File: config.mk
export PLATFORM = sky130hd
export DESIGN_NAME = tcgr_out_stage
export DESIGN_NICKNAME = d
export VERILOG_FILES = /design/src/hw/rtl/tcgr_pkg.sv /design/src/hw/rtl/tcgr_out_stage.sv
export SDC_FILE = /design/constraint.sdc
export NUM_CORES = 1
export LEC_CHECK = 0
export ABC_AREA = 1
export BUFFER_PORTS_ARGS = -buffer_cell sky130_fd_sc_hd__buf_2
export CORE_UTILIZATION = 55
export CTS_CLUSTER_SIZE = 28
export DETAILED_ROUTE_END_ITERATION = 7
export PLACE_DENSITY = 0.9
export SLEW_MARGIN = 5
export SYNTH_ARGS = -nofsm -noshare
export SYNTH_HDL_FRONTEND = slang
export SYNTH_SLANG_ARGS = --single-unit
File: constraint.sdc
create_clock -name clk -period 27.9 [get_ports clk]
set_input_delay 2.79 -clock clk [delete_from_list [all_inputs] [get_ports clk]]
set_output_delay 2.79 -clock clk [all_outputs]
set_load 0.02 [all_outputs]
File: src/hw/rtl/tcgr_pkg.sv
package tcgr_pkg;

  // Sizes fixed by the item format
  localparam int SW_W       = 13;
  localparam int INDEX_W    = 24;
  localparam int COLOR_W    = 24;
  localparam int FONT_W     = 8;
  localparam int PIXELS     = 8;
  localparam int MAX_ROWS_OUT = 16;

  localparam int DEF_GLYPH_COUNT  = 256;
  localparam int DEF_GLYPH_HEIGHT = 16;

  localparam logic [SW_W-1:0] SW_RESET = 13'd1024;

  // Action codes
  localparam logic [1:0] ACT_LOAD = 2'd0;
  localparam logic [1:0] ACT_DRAW = 2'd1;
  localparam logic [1:0] ACT_MOVE = 2'd2;
  localparam logic [1:0] ACT_OFF  = 2'd3;

  localparam logic [2:0] COLOR_IDX_WHITE = 3'd7;

  localparam logic [COLOR_W-1:0] PAL_NORMAL [PIXELS] = '{
    24'h000000, 24'haa0000, 24'h00aa00, 24'haa5500,
    24'h0000aa, 24'haa00aa, 24'h00aaaa, 24'haaaaaa
  };
  localparam logic [COLOR_W-1:0] PAL_BRIGHT [PIXELS] = '{
    24'h555555, 24'hff5555, 24'h55ff55, 24'hffff55,
    24'h5555ff, 24'hff55ff, 24'h55ffff, 24'hffffff
  };

  localparam logic [COLOR_W-1:0] COLOR_BLACK     = 24'h000000;
  localparam logic [COLOR_W-1:0] COLOR_UNDERLINE = 24'haaaaaa;

  typedef enum logic [1:0] {
    ST_IDLE,
    ST_SETUP,
    ST_RUN
  } state_t;

  // One pixel row on its way from the read stage to the output register
  typedef struct packed {
    logic [INDEX_W-1:0] idx;
    logic [COLOR_W-1:0] fg;
    logic [COLOR_W-1:0] bg;
    logic               use_font;
    logic               last;
  } row_t;

endpackage

File: src/hw/rtl/tcgr_out_stage.sv
module tcgr_out_stage (
  input  logic                                clk,
  input  logic                                rst,
  input  logic                                rd_valid,
  input  tcgr_pkg::row_t                      rd_row,
  input  logic [tcgr_pkg::FONT_W-1:0]         font_data,
  output logic                                out_free,
  output logic                                out_valid,
  input  logic                                out_stall,
  output logic [tcgr_pkg::INDEX_W-1:0]        pixel_index,
  output logic [tcgr_pkg::COLOR_W-1:0]        pix [tcgr_pkg::PIXELS],
  output logic                                final_row
);

  logic [tcgr_pkg::FONT_W-1:0] bits;

  assign out_free = !out_valid || !out_stall;
  assign bits     = rd_row.use_font ? font_data : '0;

  always_ff @(posedge clk) begin
    if (rst) begin
      out_valid <= 1'b0;
    end else if (out_free) begin
      out_valid <= rd_valid;
    end
  end

  always_ff @(posedge clk) begin
    if (out_free && rd_valid) begin
      pixel_index <= rd_row.idx;
      final_row   <= rd_row.last;
      for (int x = 0; x < tcgr_pkg::PIXELS; x++) begin
        pix[x] <= bits[tcgr_pkg::FONT_W-1-x] ? rd_row.fg : rd_row.bg;
      end
    end
  end

endmodule

; Word level (Yosys, flattened, before mapping)
; Index checks and enable logic that the tools add are counted.
[word_totals]
mem_count = 0
ff_bits = 218
mem_bits_rw = 0
latchBits = 0
mem_bits_ro = 0
wordCells = 24
[classes]
shifts = 0
n_mux = 9
bitwise_logic = 0
reduce_logical = 4
n_div = 0
add_sub_neg = 0
eq_ne = 0
mul = 0
magnitude_cmp = 0
[op_table]
columns = operator, n
row1 = $mux 24, 8
row2 = $mux 8, 1
row3 = $logic_not 1->1, 2
row4 = $logic_and 1x1->1, 1
row5 = $logic_or 1x1->1, 1

; Longest topological paths before layout
[logic_depth]
ltp_word = 3
depth_mapped = 5
depth_no_buf = 3

; Worst setup path before layout
; No wires, ideal clock.
[synth_path]
path_type = input-to-reg
startpoint = input rd_valid
endpoint = register final_row (enable)
path_stages = 2
setup_slack_ns = 13.789
arrival_time_ns = 13.245
path_cell_list = inv_1 > a21oi_1
[synth_between]
elab_chain_len = 1
[synth_rtl]
columns = element, line
row1 = from (decl), tcgr_out_stage.sv:4  ; input logic rd_valid,
row2 = $logic_and 1x1->1, tcgr_out_stage.sv:29  ; if (out_free && rd_valid) begin
row3 = to (signal assigned), tcgr_out_stage.sv:31  ; final_row <= rd_row.last;
row4 = to (decl), tcgr_out_stage.sv:12  ; output logic final_row
; Every way passes these cells.
; A chain may end at the register's enable or synchronous reset.

; Worst setup path after layout
[layout_path]
startpoint = input out_stall
endpoint = output out_free
[layout_between]
elab_chain_len = 2
[layout_rtl]
columns = element, line
row1 = from (decl), tcgr_out_stage.sv:9  ; input logic out_stall,
row2 = $logic_not 1->1, tcgr_out_stage.sv:17  ; assign out_free = !out_valid || !out_stall;
row3 = $logic_or 1x1->1, tcgr_out_stage.sv:17
row4 = to (decl), tcgr_out_stage.sv:7  ; output logic out_free,
; Every way passes these cells.

==> impl_metrics.csv <==
group,metric,value,unit
run_status,status,"finished, final reports clean",
route,final_antenna_net_count,0,
final_layout,fill_cells,1198,
route,drt_wl_total,27900,microns
power,ir_drop,45.0,uV
synth,yosys_warnings,0,
clocking,clock-sinks,218,
clocking,worstSkewPairLatency,0.50,ns
setup_path,start_kind,"primary input",
synth,synthesis.nets,1002,
setup_path,crit_type,"in2out",
clocking,cts_tree,"yes",
final_layout,syn2layout_area_growth,21.1,%
sta,fin_tns_setup,0,ns
clocking,cts-htree-levels,1,
hold_path,holdCritPathClass,"reg2reg",
clocking,cts_made_buffers,23,
run,cap_violations,0,
sta,final.period_utilization,0.213,
setup_path,end_kind,"output pin",
power,p_per_area,69.2,mW/mm^2
route,dr.pass1.iters,5,
global_routing,grtUsageTotal,0.307,
global_routing,grt_overflow_total,0,
synth,synth.distinct_cells,11,
sta,relSlewSlack,0.134,
sta,worstMarginPinSlew,1.30,ns
setup_path,path_buf_inv,2,
clocking,clkTransAtPathRegs,0.06,ns
route,vias_per_cell,5.80,
sta,fmax,0.168,GHz
power,leakagePower,5.36,nW
setup_path,critPathArrivalTime,3.16,ns
sta,skew,0.00650,ns
power,power.clock.fraction,0.356,
final_layout,final_cell_mix,"nand2_1, buf_2, edfxtp_1, nand3_1, clkbuf_16",
synth,avgSynthCellArea,10.4,sq um
die,rows,47,
setup_path,cp_top_family,"buffers and inverters",
global_routing,grt_pass1_wl,41500,microns
die,coreArea,0.0168,sq mm
sta,final_hold_viol_count,0,
final_layout,diodes,0,
power,switching_share,0.270,
clocking,clockBufferDepth,3,
setup_path,cp_cell_sequence,"buf_2, nand2_1, buf_2",
sta,fin_ws,21.95,ns
route,initialDrtViolationCount,1057,
clocking,cts-root-buf,"clkbuf_16",
sta,maxSlewViolCount,0,
sta,rsz0062_at_grt,"false",
clocking,cts_setup_buffers,0,
die,initial_core_util,0.567,
power,power.internal,0.000582,W
route,drc_errors,0,
global_routing,grt_max_degree,218,
clocking,cts_resized,0,
final_layout,mostFrequentLayoutCell,"nand2_1",
power,comb_power_share,0.145,
final_layout,drive_gt1_frac,0.293,
final_layout,nets,1223,
placed_design,place_congestion,0.843,
die,dieWidth,133,microns
setup_path,slowest_stage,"buf_2",
route,vias,7969,
setup_path,worstPathRequired,25.11,ns
power,p_sw,0.000215,W
die,dieArea,0.0178,sq mm
placed_design,place_ws,21.95,ns
setup_path,crit_fanout,2,
clocking,cts_hold_buf,0,
power,p_total,0.000797,W
setup_path,cp_common_cell,"buf_2",
placed_design,hpwl,16600,microns
synth,synth_seq_cells,218,
global_routing,antenna_found_initial,0,
synth,synth_cells,916,
synth,seq_area_frac_synth,0.687,
setup_path,cp_slowest_stage_delay,0.17,ns
route,wire_per_inst,20.3,microns
placed_design,port-buffer-count,304,
sta,min_period,5.95,ns
power,seq_power_share,0.499,
global_routing,grt_pass1_vias,7566,
die,die_h,133,microns
synth,syn-cell-area,0.00951,sq mm
final_layout,final_util,0.687,
sta,timing.hold.ws,0.526,ns
sta,setup_viol_count_final,0,
die,io_pins,305,
-- layer usage --
layer | global-route usage | up-vias | wire [microns]
met5 | 0 | - | 0
met1 | 0.384 | 3696 | 9660
met2 | 0.524 | 636 | 13800
met3 | 0.0460 | 118 | 3010
li1 | - | 3519 | -
met4 | 0.153 | 0 | 1450
-- logic make-up (layout without fill, tap and decap cells) --
family / Yosys count / count (layout) / synth area share
AO/OA/AOI/OAI: 2 / 2 / 0.00105
buffers and inverters: 111 / 348 / 0.0553
flip-flops: 218 / 218 / 0.687
AND/OR/NAND/NOR: 585 / 585 / 0.256
-- area by class of cell --
class,count,area (sq um),share of cell area
Clock buffer,29,598,0.0520
Sequential cell,218,6540,0.568
Inverter,1,3.75,0.000326
Clock inverter,12,83.8,0.00728
Tap cell,220,275,0.0239
Multi-Input combinational cell,587,2460,0.214
Timing Repair Buffer,306,1560,0.135
-- worst reg2reg max path, delay by kind of cell (launching register included) --
kind | cells | cell delay, ns
compound gates | 1 | 0.15
buf+inv | 1 | 0.68
flops | 1 | 0.34
-- flip-flops by register name, indices dropped and copies added (netlist names) --
register     flops
out_valid        1
pix            192
final_row        1
pixel_index     24
-- final timing paths --
kind | startpoint | end | slack (ns) | cells past startpoint
max | out_stall | out_free | 21.95 | 3
min | out_valid$_SDFFE_PP0P_ | out_valid$_SDFFE_PP0P_ | 0.53 | 2
max reg2reg | out_valid$_SDFFE_PP0P_ | pixel_index[2]$_DFFE_PP_ | 26.02 | 2
min reg2reg | out_valid$_SDFFE_PP0P_ | out_valid$_SDFFE_PP0P_ | 0.53 | 2
-- power by group through the flow --
stage,combinational [W],clock [W],sequential [W]
floorplan,0.0000446,0,0.000440
global placement,0.000110,0,0.000403
detailed placement,0.000114,0,0.000404
CTS,0.000115,0.000286,0.000398
global route,0.000124,0.000296,0.000399
finish,0.000116,0.000284,0.000398
-- through the flow --
step	cell area, sq um	cells
after CTS	11500	1373
after global routing	11500	1373
final	11500	1373
after global placement	10800	1332
after floorplan	9510	916
after detailed placement	10800	1332
-- cell usage after synthesis --
cell type,count,area share
inv_1,1,0.00039
nand3_1,192,0.10
buf_2,55,0.029
dfxtp_1,1,0.0021
edfxtp_1,217,0.69
nand2_1,393,0.16
buf_4,10,0.0079
a21oi_1,2,0.0011
clkbuf_1,37,0.015
clkbuf_2,2,0.0011
buf_1,6,0.0024
No activity file was read; power rests on OpenSTA's default activity.
