==> config.mk <==
export PLATFORM = sky130hd
export DESIGN_NAME = tcgr_seq
export DESIGN_NICKNAME = d
export VERILOG_FILES = /design/src/hw/rtl/tcgr_pkg.sv /design/src/hw/rtl/tcgr_seq.sv
export SDC_FILE = /design/constraint.sdc
export NUM_CORES = 1
export LEC_CHECK = 0
export ABC_AREA = 0
export BUFFER_PORTS_ARGS = -buffer_cell sky130_fd_sc_hd__buf_4
export CAP_MARGIN = 10
export CORE_ASPECT_RATIO = 0.9
export CORE_MARGIN = 2
export CORE_UTILIZATION = 64
export DETAILED_ROUTE_END_ITERATION = 6
export PLACE_DENSITY = 0.88
export SLEW_MARGIN = 20
export SYNTH_ARGS = -nofsm -noshare
export SYNTH_HDL_FRONTEND = slang
export SYNTH_SLANG_ARGS = --single-unit
==> constraint.sdc <==
create_clock -name clk -period 12.4 [get_ports clk]
set_clock_uncertainty 0.1 [all_clocks]
set_input_delay 1.86 -clock clk [delete_from_list [all_inputs] [get_ports clk]]
set_output_delay 1.86 -clock clk [all_outputs]
set_load 0.03 [all_outputs]
==> src/hw/rtl/tcgr_pkg.sv <==
package tcgr_pkg;

  // Sizes fixed by the item format
  localparam int SW_W       = 13;
  localparam int INDEX_W    = 24;
  localparam int COLOR_W    = 24;
  localparam int FONT_W     = 8;
  localparam int PIXELS     = 8;
  localparam int MAX_ROWS_OUT = 16;

  localparam int DEF_GLYPH_COUNT  = 256;
  localparam int DEF_GLYPH_HEIGHT = 16;

  localparam logic [SW_W-1:0] SW_RESET = 13'd1024;

  // Action codes
  localparam logic [1:0] ACT_LOAD = 2'd0;
  localparam logic [1:0] ACT_DRAW = 2'd1;
  localparam logic [1:0] ACT_MOVE = 2'd2;
  localparam logic [1:0] ACT_OFF  = 2'd3;

  localparam logic [2:0] COLOR_IDX_WHITE = 3'd7;

  localparam logic [COLOR_W-1:0] PAL_NORMAL [PIXELS] = '{
    24'h000000, 24'haa0000, 24'h00aa00, 24'haa5500,
    24'h0000aa, 24'haa00aa, 24'h00aaaa, 24'haaaaaa
  };
  localparam logic [COLOR_W-1:0] PAL_BRIGHT [PIXELS] = '{
    24'h555555, 24'hff5555, 24'h55ff55, 24'hffff55,
    24'h5555ff, 24'hff55ff, 24'h55ffff, 24'hffffff
  };

  localparam logic [COLOR_W-1:0] COLOR_BLACK     = 24'h000000;
  localparam logic [COLOR_W-1:0] COLOR_UNDERLINE = 24'haaaaaa;

  typedef enum logic [1:0] {
    ST_IDLE,
    ST_SETUP,
    ST_RUN
  } state_t;

  // One pixel row on its way from the read stage to the output register
  typedef struct packed {
    logic [INDEX_W-1:0] idx;
    logic [COLOR_W-1:0] fg;
    logic [COLOR_W-1:0] bg;
    logic               use_font;
    logic               last;
  } row_t;

endpackage

==> src/hw/rtl/tcgr_seq.sv <==
module tcgr_seq #(
  parameter int GLYPH_COUNT  = tcgr_pkg::DEF_GLYPH_COUNT,
  parameter int GLYPH_HEIGHT = tcgr_pkg::DEF_GLYPH_HEIGHT
) (
  input  logic                                              clk,
  input  logic                                              rst,
  input  logic                                              cfg_wr_en,
  input  logic [tcgr_pkg::SW_W-1:0]                         cfg_wr_data,
  input  logic                                              in_valid,
  output logic                                              in_stall,
  input  logic [1:0]                                        action,
  input  logic [7:0]                                        char_code,
  input  logic [3:0]                                        glyph_line,
  input  logic [7:0]                                        font_bits,
  input  logic [7:0]                                        cell_row,
  input  logic [8:0]                                        cell_col,
  input  logic [2:0]                                        fore_index,
  input  logic                                              fore_default,
  input  logic [2:0]                                        back_index,
  input  logic                                              back_default,
  input  logic                                              bold_on,
  input  logic                                              inverse_on,
  output logic                                              mem_we,
  output logic [$clog2(GLYPH_COUNT*GLYPH_HEIGHT)-1:0]       mem_waddr,
  output logic [tcgr_pkg::FONT_W-1:0]                       mem_wdata,
  output logic                                              mem_re,
  output logic [$clog2(GLYPH_COUNT*GLYPH_HEIGHT)-1:0]       mem_raddr,
  input  logic                                              out_free,
  output logic                                              rd_valid,
  output tcgr_pkg::row_t                                    rd_row
);

  localparam int ADDR_W = $clog2(GLYPH_COUNT * GLYPH_HEIGHT);
  localparam int LINE_W = $clog2(256 * GLYPH_HEIGHT);
  localparam int MUL_W  = LINE_W + tcgr_pkg::SW_W;
  localparam int ROWS   = (GLYPH_HEIGHT < tcgr_pkg::MAX_ROWS_OUT) ?
                          GLYPH_HEIGHT : tcgr_pkg::MAX_ROWS_OUT;
  localparam int ROWS_W = $clog2(ROWS + 1);
  localparam int Y_W    = $clog2(ROWS);

  tcgr_pkg::state_t state, state_next;

  logic [tcgr_pkg::SW_W-1:0]    sw;
  logic [7:0]                   cursor_row;
  logic [8:0]                   cursor_col;
  logic                         cursor_shown;
  logic                         pend;

  logic [ADDR_W-1:0]            glyph_base;
  logic [LINE_W-1:0]            seg_line;
  logic [8:0]                   seg_col;
  logic [ROWS_W-1:0]            seg_rows;
  logic                         seg_mem;
  logic [tcgr_pkg::COLOR_W-1:0] seg_fg;
  logic [tcgr_pkg::COLOR_W-1:0] seg_bg;
  logic [LINE_W-1:0]            pend_line;
  logic [8:0]                   pend_col;
  logic [tcgr_pkg::INDEX_W-1:0] idx;
  logic [Y_W-1:0]               y;

  logic                         in_accept;
  logic                         issue;
  logic                         seg_done;
  logic [9:0]                   code_ext;
  logic [9:0]                   code_mod;
  logic [ADDR_W-1:0]            glyph_base_in;
  logic                         line_ok;
  logic [LINE_W-1:0]            crow_line;
  logic [LINE_W-1:0]            new_ul_line;
  logic [LINE_W-1:0]            old_ul_line;
  logic [2:0]                   fsel;
  logic [tcgr_pkg::COLOR_W-1:0] fg_pick;
  logic [tcgr_pkg::COLOR_W-1:0] bg_pick;
  logic [tcgr_pkg::COLOR_W-1:0] fg_sel;
  logic [tcgr_pkg::COLOR_W-1:0] bg_sel;
  logic [MUL_W-1:0]             idx_prod;

  assign in_stall  = (state != tcgr_pkg::ST_IDLE);
  assign in_accept = in_valid && (state == tcgr_pkg::ST_IDLE);
  assign issue     = (state == tcgr_pkg::ST_RUN) && (!rd_valid || out_free);
  assign seg_done  = issue && (seg_rows == ROWS_W'(1));

  // Glyph number modulo GLYPH_COUNT: code stays below twice the count
  assign code_ext = {2'b00, char_code};
  assign code_mod = (code_ext >= 10'(GLYPH_COUNT)) ? code_ext - 10'(GLYPH_COUNT) : code_ext;
  assign glyph_base_in = ADDR_W'(ADDR_W'(code_mod) * ADDR_W'(GLYPH_HEIGHT));
  assign line_ok = ({2'b00, glyph_line} < 6'(GLYPH_HEIGHT));

  assign crow_line   = LINE_W'(LINE_W'(cell_row) * LINE_W'(GLYPH_HEIGHT));
  assign new_ul_line = crow_line + LINE_W'(GLYPH_HEIGHT - 1);
  assign old_ul_line = LINE_W'(LINE_W'(cursor_row) * LINE_W'(GLYPH_HEIGHT))
                       + LINE_W'(GLYPH_HEIGHT - 1);

  // Colour pick, then swap on inverse
  assign fsel    = fore_default ? tcgr_pkg::COLOR_IDX_WHITE : fore_index;
  assign fg_pick = bold_on ? tcgr_pkg::PAL_BRIGHT[fsel] : tcgr_pkg::PAL_NORMAL[fsel];
  assign bg_pick = back_default ? tcgr_pkg::COLOR_BLACK : tcgr_pkg::PAL_NORMAL[back_index];
  assign fg_sel  = inverse_on ? bg_pick : fg_pick;
  assign bg_sel  = inverse_on ? fg_pick : bg_pick;

  assign idx_prod = MUL_W'(seg_line) * MUL_W'(sw) + MUL_W'({seg_col, 3'b000});

  assign mem_we    = in_accept && (action == tcgr_pkg::ACT_LOAD) && line_ok;
  assign mem_waddr = glyph_base_in + ADDR_W'(glyph_line);
  assign mem_wdata = font_bits;
  assign mem_re    = issue && seg_mem;
  assign mem_raddr = glyph_base + ADDR_W'(y);

  always_ff @(posedge clk) begin
    if (rst) begin
      state <= tcgr_pkg::ST_IDLE;
    end else begin
      state <= state_next;
    end
  end

  always_comb begin
    state_next = state;
    unique case (state)
      tcgr_pkg::ST_IDLE: begin
        if (in_accept && (action == tcgr_pkg::ACT_DRAW || action == tcgr_pkg::ACT_MOVE ||
                          (action == tcgr_pkg::ACT_OFF && cursor_shown))) begin
          state_next = tcgr_pkg::ST_SETUP;
        end
      end
      tcgr_pkg::ST_SETUP: begin
        state_next = tcgr_pkg::ST_RUN;
      end
      tcgr_pkg::ST_RUN: begin
        if (seg_done) begin
          state_next = pend ? tcgr_pkg::ST_SETUP : tcgr_pkg::ST_IDLE;
        end
      end
      default: begin
        state_next = tcgr_pkg::ST_IDLE;
      end
    endcase
  end

  // Control state
  always_ff @(posedge clk) begin
    if (rst) begin
      sw           <= tcgr_pkg::SW_RESET;
      cursor_row   <= '0;
      cursor_col   <= '0;
      cursor_shown <= 1'b0;
      pend         <= 1'b0;
      rd_valid     <= 1'b0;
    end else begin
      if (cfg_wr_en) begin
        sw <= cfg_wr_data;
      end
      if (in_accept) begin
        unique case (action)
          tcgr_pkg::ACT_LOAD: begin
          end
          tcgr_pkg::ACT_DRAW: begin
            pend <= 1'b0;
          end
          tcgr_pkg::ACT_MOVE: begin
            pend         <= cursor_shown;
            cursor_row   <= cell_row;
            cursor_col   <= cell_col;
            cursor_shown <= 1'b1;
          end
          tcgr_pkg::ACT_OFF: begin
            pend         <= 1'b0;
            cursor_shown <= 1'b0;
          end
        endcase
      end else if (seg_done) begin
        pend <= 1'b0;
      end
      if (issue) begin
        rd_valid <= 1'b1;
      end else if (out_free) begin
        rd_valid <= 1'b0;
      end
    end
  end

  // Segment and read-stage payload
  always_ff @(posedge clk) begin
    if (in_accept) begin
      glyph_base <= glyph_base_in;
      pend_line  <= new_ul_line;
      pend_col   <= cell_col;
      seg_rows   <= ROWS_W'(1);
      seg_mem    <= 1'b0;
      seg_fg     <= tcgr_pkg::COLOR_BLACK;
      unique case (action)
        tcgr_pkg::ACT_LOAD: begin
        end
        tcgr_pkg::ACT_DRAW: begin
          seg_line <= crow_line;
          seg_col  <= cell_col;
          seg_rows <= ROWS_W'(ROWS);
          seg_mem  <= 1'b1;
          seg_fg   <= fg_sel;
          seg_bg   <= bg_sel;
        end
        tcgr_pkg::ACT_MOVE: begin
          // blank the old underline first when shown, else draw the new one
          seg_line <= cursor_shown ? old_ul_line : new_ul_line;
          seg_col  <= cursor_shown ? cursor_col : cell_col;
          seg_bg   <= cursor_shown ? tcgr_pkg::COLOR_BLACK : tcgr_pkg::COLOR_UNDERLINE;
        end
        tcgr_pkg::ACT_OFF: begin
          seg_line <= old_ul_line;
          seg_col  <= cursor_col;
          seg_bg   <= tcgr_pkg::COLOR_BLACK;
        end
      endcase
    end else if (state == tcgr_pkg::ST_SETUP) begin
      idx <= idx_prod[tcgr_pkg::INDEX_W-1:0];
      y   <= '0;
    end else if (issue) begin
      idx             <= idx + tcgr_pkg::INDEX_W'(sw);
      y               <= y + Y_W'(1);
      seg_rows        <= seg_rows - ROWS_W'(1);
      rd_row.idx      <= idx;
      rd_row.fg       <= seg_fg;
      rd_row.bg       <= seg_bg;
      rd_row.use_font <= seg_mem;
      rd_row.last     <= seg_done && !pend;
      if (seg_done && pend) begin
        seg_line <= pend_line;
        seg_col  <= pend_col;
        seg_rows <= ROWS_W'(1);
        seg_mem  <= 1'b0;
        seg_fg   <= tcgr_pkg::COLOR_BLACK;
        seg_bg   <= tcgr_pkg::COLOR_UNDERLINE;
      end
    end
  end

endmodule

# Yosys cells after proc, flatten, opt, wreduce, memory -nomap -nowiden
# Memory sizes are Yosys's and may differ from the RTL's.
# Index checks and enable logic that the tools add are counted.
totals:
  mem_bits_ro: 576
  regBits: 241
  word_cells: 145
  inputBits: 67
  latch_bits: 0
  memories: 3
  mem_bits_rw: 0
  out_inout_bits: 110
op_classes:
  reduce_logical: 33
  eq_ne: 11
  magnitude_cmp: 3
  n_div: 0
  n_addsub: 9
  n_mul: 1
  bitwise: 4
  n_shift: 0
  mux: 58
mem_list:
  columns: ["name", "words", "width", "read_ports", "rd_ports_with_merged_regs", "write_ports", "line_no", "source"]
  rows:
  - ["(no name shown)", 8, 24, 1, 0, 0, "tcgr_seq.sv:97", "assign bg_pick = back_default ? tcgr_pkg::COLOR_BLACK : tcgr_pkg::PAL_NORMAL[back_index];"]
  - ["(no name shown)", 8, 24, 1, 0, 0, "tcgr_seq.sv:96", "assign fg_pick = bold_on ? tcgr_pkg::PAL_BRIGHT[fsel] : tcgr_pkg::PAL_NORMAL[fsel];"]
  - ["(no name shown)", 8, 24, 1, 0, 0, "tcgr_seq.sv:96", null]
ops:
  columns: ["op", "n"]
  rows:
  - ["2-to-1 mux 24 bit", 22]
  - ["case mux 24 bit (3 select lines)", 1]
  - ["2-to-1 mux 12 bit", 5]
  - ["2-to-1 mux 9 bit", 5]
  - ["case mux 12 bit (3 select lines)", 1]
  - ["case mux 9 bit (3 select lines)", 1]
  - ["2-to-1 mux 5 bit", 5]
  - ["adder 12 x 4 -> 12 bit", 2]
  - ["adder 12 x 4 -> 12 bit, second input constant", 2]
  - ["adder 24 x 12 -> 24 bit", 1]
  - ["adder 24 x 13 -> 24 bit", 1]
  - ["multiplier 12 x 13 -> 24 bit", 1]
  - ["nonzero test 2 bit", 7]
  - ["AND reduction 2 bit", 6]
  - ["2-to-1 mux 1 bit", 10]
  - [">= comparator 8 x 9 -> 1 bit, second input constant", 1]
  - ["logical AND 1 bit", 9]
  - [">= comparator 4 bit, second input constant", 2]
  - ["2-to-1 mux 8 bit", 1]
  - ["NOT 3 -> 4 bit", 2]
  - ["subtractor 8 x 1 -> 8 bit, second input constant", 1]
  - ["== test 2 bit, second input constant", 3]
  - ["case mux 2 bit (3 select lines)", 1]
  - ["AND reduction 3 bit", 2]
  - ["18 further kinds", 27]

# Logic depth before layout (Yosys ltp)
# Gate-level depths: netlist (run 1).
depth:
  word_depth: 9
  ltp_mapped: 20
  depth_no_buf: 19

# Worst setup path before layout (run 1)
# Ideal clock, no wire load.
synth_timing:
  kind: "in2out"
  from: "input port out_free"
  to: "output port mem_re"
  path_buffers: 0
  setup_slack_ns: 6.271
  t_required_ns: 10.440
  arrival_time_ns: 4.169
  cell_stages: 3
  path_cell_list: "nand2b_1 -> nor2b_1 -> and2_1"
synth_via:
  elab_chain_len: 3
synth_lines:
  columns: ["item", "line_no", "source"]
  rows:
  - ["from (decl)", "tcgr_seq.sv:28", "input logic out_free,"]
  - ["logical OR 1 bit", "tcgr_seq.sv:80", "assign issue = (state == tcgr_pkg::ST_RUN) && (!rd_valid || out_free);"]
  - ["logical AND 1 bit", "tcgr_seq.sv:80", null]
  - ["logical AND 1 bit", "tcgr_seq.sv:106", "assign mem_re = issue && seg_mem;"]
  - ["to (decl)", "tcgr_seq.sv:26", "output logic mem_re,"]
# Every way passes these cells.

# Worst setup path after layout (run 1)
layout_timing:
  from: "register sw[6] in the netlist's numbering"
  to: "register idx[17] in the netlist's numbering (data pin)"
layout_via:
  elab_chain_len: 3
  word_cells_on_any_way: 5
  cone_classes: "add/sub: 2; mul: 1; mux: 2"
layout_lines:
  columns: ["item", "line_no", "source"]
  rows:
  - ["from (decl)", "tcgr_seq.sv:43", "logic [tcgr_pkg::SW_W-1:0] sw;"]
  - ["from (signal assigned)", "tcgr_seq.sv:143", "sw <= tcgr_pkg::SW_RESET;"]
  - ["from (signal assigned)", "tcgr_seq.sv:151", "sw <= cfg_wr_data;"]
  - ["multiplier 12 x 13 -> 24 bit or adder 24 x 13 -> 24 bit (tied branches)", "tcgr_seq.sv:101, tcgr_seq.sv:218", null]
  - ["adder 24 x 12 -> 24 bit or 2-to-1 mux 24 bit (tied branches)", "tcgr_seq.sv:101, tcgr_seq.sv:217", null]
  - ["2-to-1 mux 24 bit (*)", "tcgr_seq.sv:214", "end else if (state == tcgr_pkg::ST_SETUP) begin"]
  - ["to (signal assigned)", "tcgr_seq.sv:215", "idx <= idx_prod[tcgr_pkg::INDEX_W-1:0];"]
  - ["to (signal assigned)", "tcgr_seq.sv:218", "idx <= idx + tcgr_pkg::INDEX_W'(sw);"]
  - ["to (decl)", "tcgr_seq.sv:58", "logic [tcgr_pkg::INDEX_W-1:0] idx;"]
# Every way passes the cells marked *; elsewhere a longest branch is shown, timed or not. The select of a mux whose other input is x is not followed.
# A chain may end at the register's enable or synchronous reset.

==> results of run 1 <==
## cell type report
cell class | instances | share of cell area (%)
Clock buffer | 17 | 3.06
Sequential cell | 158 | 31.6
Clock inverter | 14 | 1.13
Inverter | 183 | 4.93
Tap cell | 250 | 2.25
Multi-Input combinational cell | 779 | 48.6
Timing Repair Buffer | 158 | 8.52
## logic make-up after synthesis
kind of cell | synth area share, %
AND/OR/NAND/NOR | 12.5
buffers and inverters | 10.5
adder cells (fa/ha/maj) | 27.6
AO/OA/AOI/OAI | 9.46
flip-flops | 35.3
XOR/XNOR | 2.81
multiplexers | 1.79
## placed cells by master (no fill, tap or decap), drive strengths merged, types with 5 or more instances in the layout
master	synthesis	layout
a211oi	14	14
a21o	10	10
a21oi	81	81
a22oi	18	18
a31oi	6	6
and2	56	56
and3	5	5
buf	66	158
clkbuf	40	17
clkinv	0	5
dfxtp	35	35
edfxtp	123	123
fa	121	121
ha	81	81
inv	183	189
mux2i	20	20
nand2	140	140
nand2b	9	9
nand3	8	8
nor2	77	77
nor2b	7	7
nor3	6	6
o211ai	8	8
o21ai	21	21
or2	7	7
xnor2	27	27
xor2	13	13
## power groups by stage
stage	Sequential (mW)	Combinational, mW	Clock, mW
floorplan	0.672	0.763	0
global placement	0.679	0.952	0
detailed placement	0.682	0.996	0
CTS	0.671	1.02	0.525
global route	0.677	1.14	0.545
finish	0.673	1.03	0.522
## worst reg2reg max path: cells and delay by family, from the launching register on
family	cells	cell delay, ns
fa+ha+maj	6	3.00
compound gates	4	0.96
flops	1	0.70
simple gates	2	0.48
xor+xnor	1	0.22
buf+inv	3	0.15
## sequential cells by signal, indices dropped and copies added (netlist names)
signal,flops
pend_col,9
pend_line,8
seg_bg,5
rd_row,36
seg_line,9
sw,13
seg_mem,1
cursor_col,9
seg_fg,5
rd_valid,1
state,2
cursor_row,8
glyph_base,8
cursor_shown,1
seg_col,9
seg_rows,5
y,4
pend,1
idx,24
## through the flow
stage / total power, mW / utilization [%]
finish: 2.23 / 72.9
global route: 2.37 / 72.9
CTS: 2.22 / 72.9
detailed placement: 1.68 / 69.9
global placement: 1.63 / 69.9
floorplan: 1.44 / -
## metal layers
| metal | track usage (%) | wire length (um) | vias to the layer above |
|---|---|---|---|
| met2 | 46.3 | 13500 | 502 |
| met4 | 10.5 | 880 | 0 |
| met3 | 5.60 | 2810 | 93 |
| met5 | 0 | 0 | - |
| met1 | 38.1 | 10800 | 4427 |
| li1 | - | - | 4090 |
## worst paths after layout
| path | from | to | slack [ns] | cells past startpoint |
|---|---|---|---|---|
| hold / removal | seg_bg[7] | rd_row[9] | 0.32 | 0 |
| hold reg to reg | seg_bg[7] | rd_row[9] | 0.32 | 0 |
| setup / recovery | sw[6] | idx[17] | 6.50 | 16 |
| setup reg to reg | sw[6] | idx[17] | 6.50 | 16 |
==> results_dict.tcl, run 1 <==
set metrics [dict create \
    outcome "finished, final reports clean" \
    rsz0062_at_grt "no" \
    htree_levels 4 \
    start_util_pct 65.2 \
    multi_input_area_um2 6760 \
    maxCapViolations 0 \
    cts_tree "yes" \
    clk_path_buf_depth 2 \
    final_cell_area_um2 13900 \
    coreArea_um2 19100 \
    switching_share_pct 40.0 \
    cp-end-kind "register" \
    vias 9112 \
    hold_buffers 0 \
    grt_pass1_vias 9145 \
    cts_setup_buffers 0 \
    p_int_mw 1.34 \
    avgSynthCellArea_um2 10.2 \
    ys_top_cells_by_count "inv_1, nand2_1, edfxtp_1" \
    drcViolationCount 0 \
    n_fill_cell 1272 \
    place_congestion 0.999 \
    cts-root-buf "clkbuf_16" \
    avgViaCountPerCell 5.84 \
    p_clk_share_pct 23.4 \
    grt_pass1_wl_um 45200 \
    syn_nets 1495 \
    numCtsBuffers 17 \
    dp_slack_ns 6.63 \
    num-nets-final 1566 \
    numPortBuffers 152 \
    hold_viol_final 0 \
    clock-sinks 158 \
    chipHeight_um 136 \
    rows 48 \
    power_frac_comb_pct 46.4 \
    synth.cell_area_um2 12400 \
    slew_viol_final 0 \
    hold_path.class "register to register" \
    setup_viol 0 \
    drtIter0Drc 771 \
    critPathLaunchType "register" \
    synthArstFlopShare_pct 0 \
    clkTransAtPathRegs_ns 0.07 \
    power.leakage_nw 6.23 \
    arrival_ns 5.94 \
    antenna_cells 0 \
    whs_ns 0.322 \
    crit_fanout 11 \
    final_antenna_net_count 0 \
    slew_headroom_pct 52.3 \
    ys.flop_type "edfxtp_1" \
    dr.pass1.iters 6 \
    area_growth_pct 11.9 \
    grt_max_degree 70 \
    tightestPinTransition_ns 0.715 \
    critPathSlowestCell "dfxtp_1" \
    antenna_found_initial 0 \
    fin_cells 1559 \
    place_inst 1528 \
    path_class "register to register" \
    ys_top_cells_by_area "edfxtp_1, fa_1, ha_1" \
    gr-total-overflow 0 \
    critPathMaxStageDelay_ns 0.70 \
    path_cells "nand2_1 > fa_1 > fa_1 > inv_1 > fa_1 > fa_1 > inv_1 > fa_1 > inv_1 > ha_1 > o211ai_1 > o21ai_2 > nor2_1 > o41ai_2 > xnor2_1 > o221ai_1" \
    seq_power_share_pct 30.2 \
    yosys.area.top_type "edfxtp_1" \
    routed_wirelength_um 28000 \
    min_period_ns 5.90 \
    io_pins 177 \
    fmax_ghz 0.169 \
    post-dp-hpwl_um 20600 \
    layout-drive-gt1-share_pct 16.0 \
    critPathTopFamily "adder cells" \
    postPlaceCellArea_um2 13300 \
    fin_ws_ns 6.50 \
    crit_path_frequent_cell "fa_1" \
    yosysTopAreaCellShare_pct 29.7 \
    setup-tns-final_ns 0 \
    clkLatencyLatePin_ns 0.43 \
    synth.most_common_cell "inv_1" \
    vdd_drop_max_uv 111 \
    die_w_um 151 \
    crit_buf_inv 3 \
    yosysSeqAreaShare_pct 35.3 \
    period_share_pct 47.6 \
    powerDensity_nw_per_um2 160 \
    p_switching_mw 0.890 \
    ys_warn_count 0 \
    grtUsageTotal_pct 28.4 \
    synthCells 1226 \
    synth_edf_count 123 \
    cts_resized 0 \
    ys_seq_elements 158 \
    wl_per_cell_um 18.0 \
    die_area_um2 20600 \
    synth.distinct_cells 63 \
    crit_required_ns 12.44 \
    layout.area.seq_um2 4390 \
]
Note: power is estimated with default switching activity, not from simulation.
==> inputs of run 2 (changes only) <==
--- a/config.mk
+++ b/config.mk
@@ -10,9 +10,9 @@
 export CAP_MARGIN = 10
 export CORE_ASPECT_RATIO = 0.9
 export CORE_MARGIN = 2
-export CORE_UTILIZATION = 64
+export CORE_UTILIZATION = 53
 export DETAILED_ROUTE_END_ITERATION = 6
-export PLACE_DENSITY = 0.88
+export PLACE_DENSITY = 0.78
 export SLEW_MARGIN = 20
 export SYNTH_ARGS = -nofsm -noshare
 export SYNTH_HDL_FRONTEND = slang
==> constraint.sdc (replaced) <==
create_clock -name clk -period 4.7 [get_ports clk]
set_clock_uncertainty 0.1 [all_clocks]
set_input_delay 0.705 -clock clk [delete_from_list [all_inputs] [get_ports clk]]
set_output_delay 0.705 -clock clk [all_outputs]
set_load 0.03 [all_outputs]
==> run 2 against run 1 <==
Against the previous run:
- the run now ends with setup timing left
- sequential cell count unchanged
- routed wire length is 6.8% higher
- largest cell class unchanged
- critical path type unchanged
- via count increased by 3.0%
- design area increased by 12%
- critical endpoint is now idx[23]
- maximum frequency rose by 15%
==> results_dict.tcl, run 2 (synthesis results as in run 1) <==
set metrics [dict create \
    place_inst 1660 \
    r2r_cells 17 \
    seq_power_share_pct 23.6 \
    gr-total-overflow 0 \
    power.leakage_nw 6.85 \
    min_period_ns 5.12 \
    dr.pass1.iters 7 \
    p_clk_share_pct 19.0 \
    avgViaCountPerCell 5.46 \
    worstHoldEndpoint "rd_row[16]" \
    arrival_ns 5.19 \
    post-dp-hpwl_um 21700 \
    vdd_drop_max_uv 416 \
    regMostFlops "rd_row" \
    slew_viol_final 0 \
    start_util_pct 53.6 \
    critPathLaunchType "register" \
    hold_viol_final 0 \
    drtIter0Drc 794 \
    postPlaceCellArea_um2 14200 \
    hold_buffers 0 \
    crit_required_ns 4.77 \
    antenna_cells 0 \
    final_common_cell "buf_4" \
    whs_ns 0.314 \
    final_antenna_net_count 0 \
    chipHeight_um 149 \
    reg_top3 "rd_row: 36 flops, idx: 24 flops, sw: 13 flops" \
    holdPathStages 0 \
    rows 53 \
    place_congestion 0.944 \
    wl_met2_um 14700 \
    clkLatencyLatePin_ns 0.43 \
    layout-drive-gt1-share_pct 31.0 \
    wl_met1_um 12500 \
    grt_max_degree 70 \
    die_w_um 166 \
    antenna_found_initial 0 \
    setup_viol 15 \
    clkTransAtPathRegs_ns 0.08 \
    final_cell_mix "buf_4, inv_1, nand2_1" \
    grt_pass1_vias 9381 \
    htree_levels 4 \
    final_cell_area_um2 15600 \
    dr_wl_met3_um 2360 \
    cp-end-kind "register" \
    hold_path.class "register to register" \
    fmax_ghz 0.195 \
    hold_path.startpoint "seg_bg[14]" \
    die_area_um2 24700 \
    tightestPinTransition_ns 1.05 \
    p_total_mw 7.40 \
    slew_headroom_pct 29.9 \
    r2r_end "idx[23]" \
    io_pins 177 \
    routed_wirelength_um 30000 \
    dp_slack_ns -0.497 \
    cts-root-buf "clkbuf_16" \
    cts_tree "yes" \
    rsz0062_at_grt "yes" \
    powerDensity_nw_per_um2 475 \
    outcome "finished with violations" \
    rrSetupSlack_ns -0.42 \
    coreArea_um2 23200 \
    dr.max_layer_used "met4" \
    path_class "register to register" \
    grtUsageTotal_pct 24.1 \
    power_frac_comb_pct 57.3 \
    n_fill_cell 1689 \
    clock-sinks 158 \
    period_share_pct 109 \
    numCtsBuffers 17 \
    fin_ws_ns -0.421 \
    wl_per_cell_um 17.4 \
    drcViolationCount 0 \
    largest_reg_flops 36 \
    fin_cells 1720 \
    failed_checks "setup timing" \
    r2r_start "seg_line[10]" \
    clk_path_buf_depth 2 \
    crit_fanout 6 \
    p_int_mw 4.44 \
    vias 9383 \
    area_growth_pct 25.1 \
    switching_share_pct 40.0 \
    num-nets-final 1674 \
    maxCapViolations 0 \
    p_switching_mw 2.96 \
    numPortBuffers 152 \
    grt_pass1_wl_um 46500 \
]
run 2: changes by cell type in the layout (fill, tap and decap cells not counted), sizes merged:
cell      change
clkinvlp      +1
inv           +1
bufinv        -2
clkinv        +1
buf         +108
run 2: worst max path at each step:
stage,slack [ns],cells after the start,end,start
final,-0.42,17,idx[23],seg_line[10]
after global routing,-0.58,20,idx[23],seg_line[4]
after CTS,-0.42,21,idx[19],seg_line[2]
after detailed placement,-0.50,17,idx[21],sw[3]
after global placement,-0.45,18,idx[18],seg_line[2]
after floorplan,-0.18,19,idx[21],seg_line[2]
run 2: what timing repair did:
| action | in CTS | in global routing |
|---|---|---|
| endpoints found under the setup margin | 15 | 17 |
| pin swaps | 53 | 93 |
| buffers inserted | 12 | 16 |
| resized for setup | 44 | 95 |
| cloned | 1 | 0 |
run 2: stage by stage:
| step | utilization (%) | TNS [ns] |
|---|---|---|
| 2_1_floorplan | - | -1.25 |
| 3_3_place_gp | 61.2 | -4.19 |
| 3_5_place_dp | 61.2 | -5.36 |
| 4_1_cts | 65.1 | -4.54 |
| 5_1_grt | 67.1 | -6.66 |
| 6_report | 67.1 | -4.23 |
run 2: area by class of cell:
type,instances,area (um^2),share of cell area [%]
Inverter,183,689,4.43
Clock inverter,15,189,1.21
Multi-Input combinational cell,779,7410,47.6
Sequential cell,158,4410,28.3
Timing Repair Buffer,266,2070,13.3
Tap cell,302,378,2.43
Clock buffer,17,425,2.73
run 2: per-layer routing:
| metal | track usage [%] | vias to the layer above |
|---|---|---|
| li1 | - | 4322 |
| met1 | 33.2 | 4606 |
| met2 | 40.2 | 406 |
| met3 | 4.42 | 49 |
| met4 | 4.91 | 0 |
| met5 | 0 | - |
run 2: power groups by stage:
stage	Clock [mW]	Combinational (mW)	Sequential [mW]
2_1_floorplan	0	2.21	1.77
3_3_place_gp	0	3.23	1.78
3_5_place_dp	0	3.30	1.78
4_1_cts	1.42	3.64	1.75
5_1_grt	1.48	4.62	1.76
6_report	1.41	4.24	1.75
run 2: worst max-delay path, stage by stage (launching register included):
cell and delay (ns):
edfxtp_1 0.53, and2_4 0.22, fa_1 0.57, inv_2 0.05, fa_1 0.55, inv_2 0.05
fa_2 0.46, fa_1 0.53, inv_2 0.04, fa_1 0.51, inv_2 0.05, ha_4 0.29
nand2_4 0.05, o21a_1 0.18, nand3b_1 0.24, a31oi_1 0.22, xnor2_1 0.15, mux2i_1 0.08
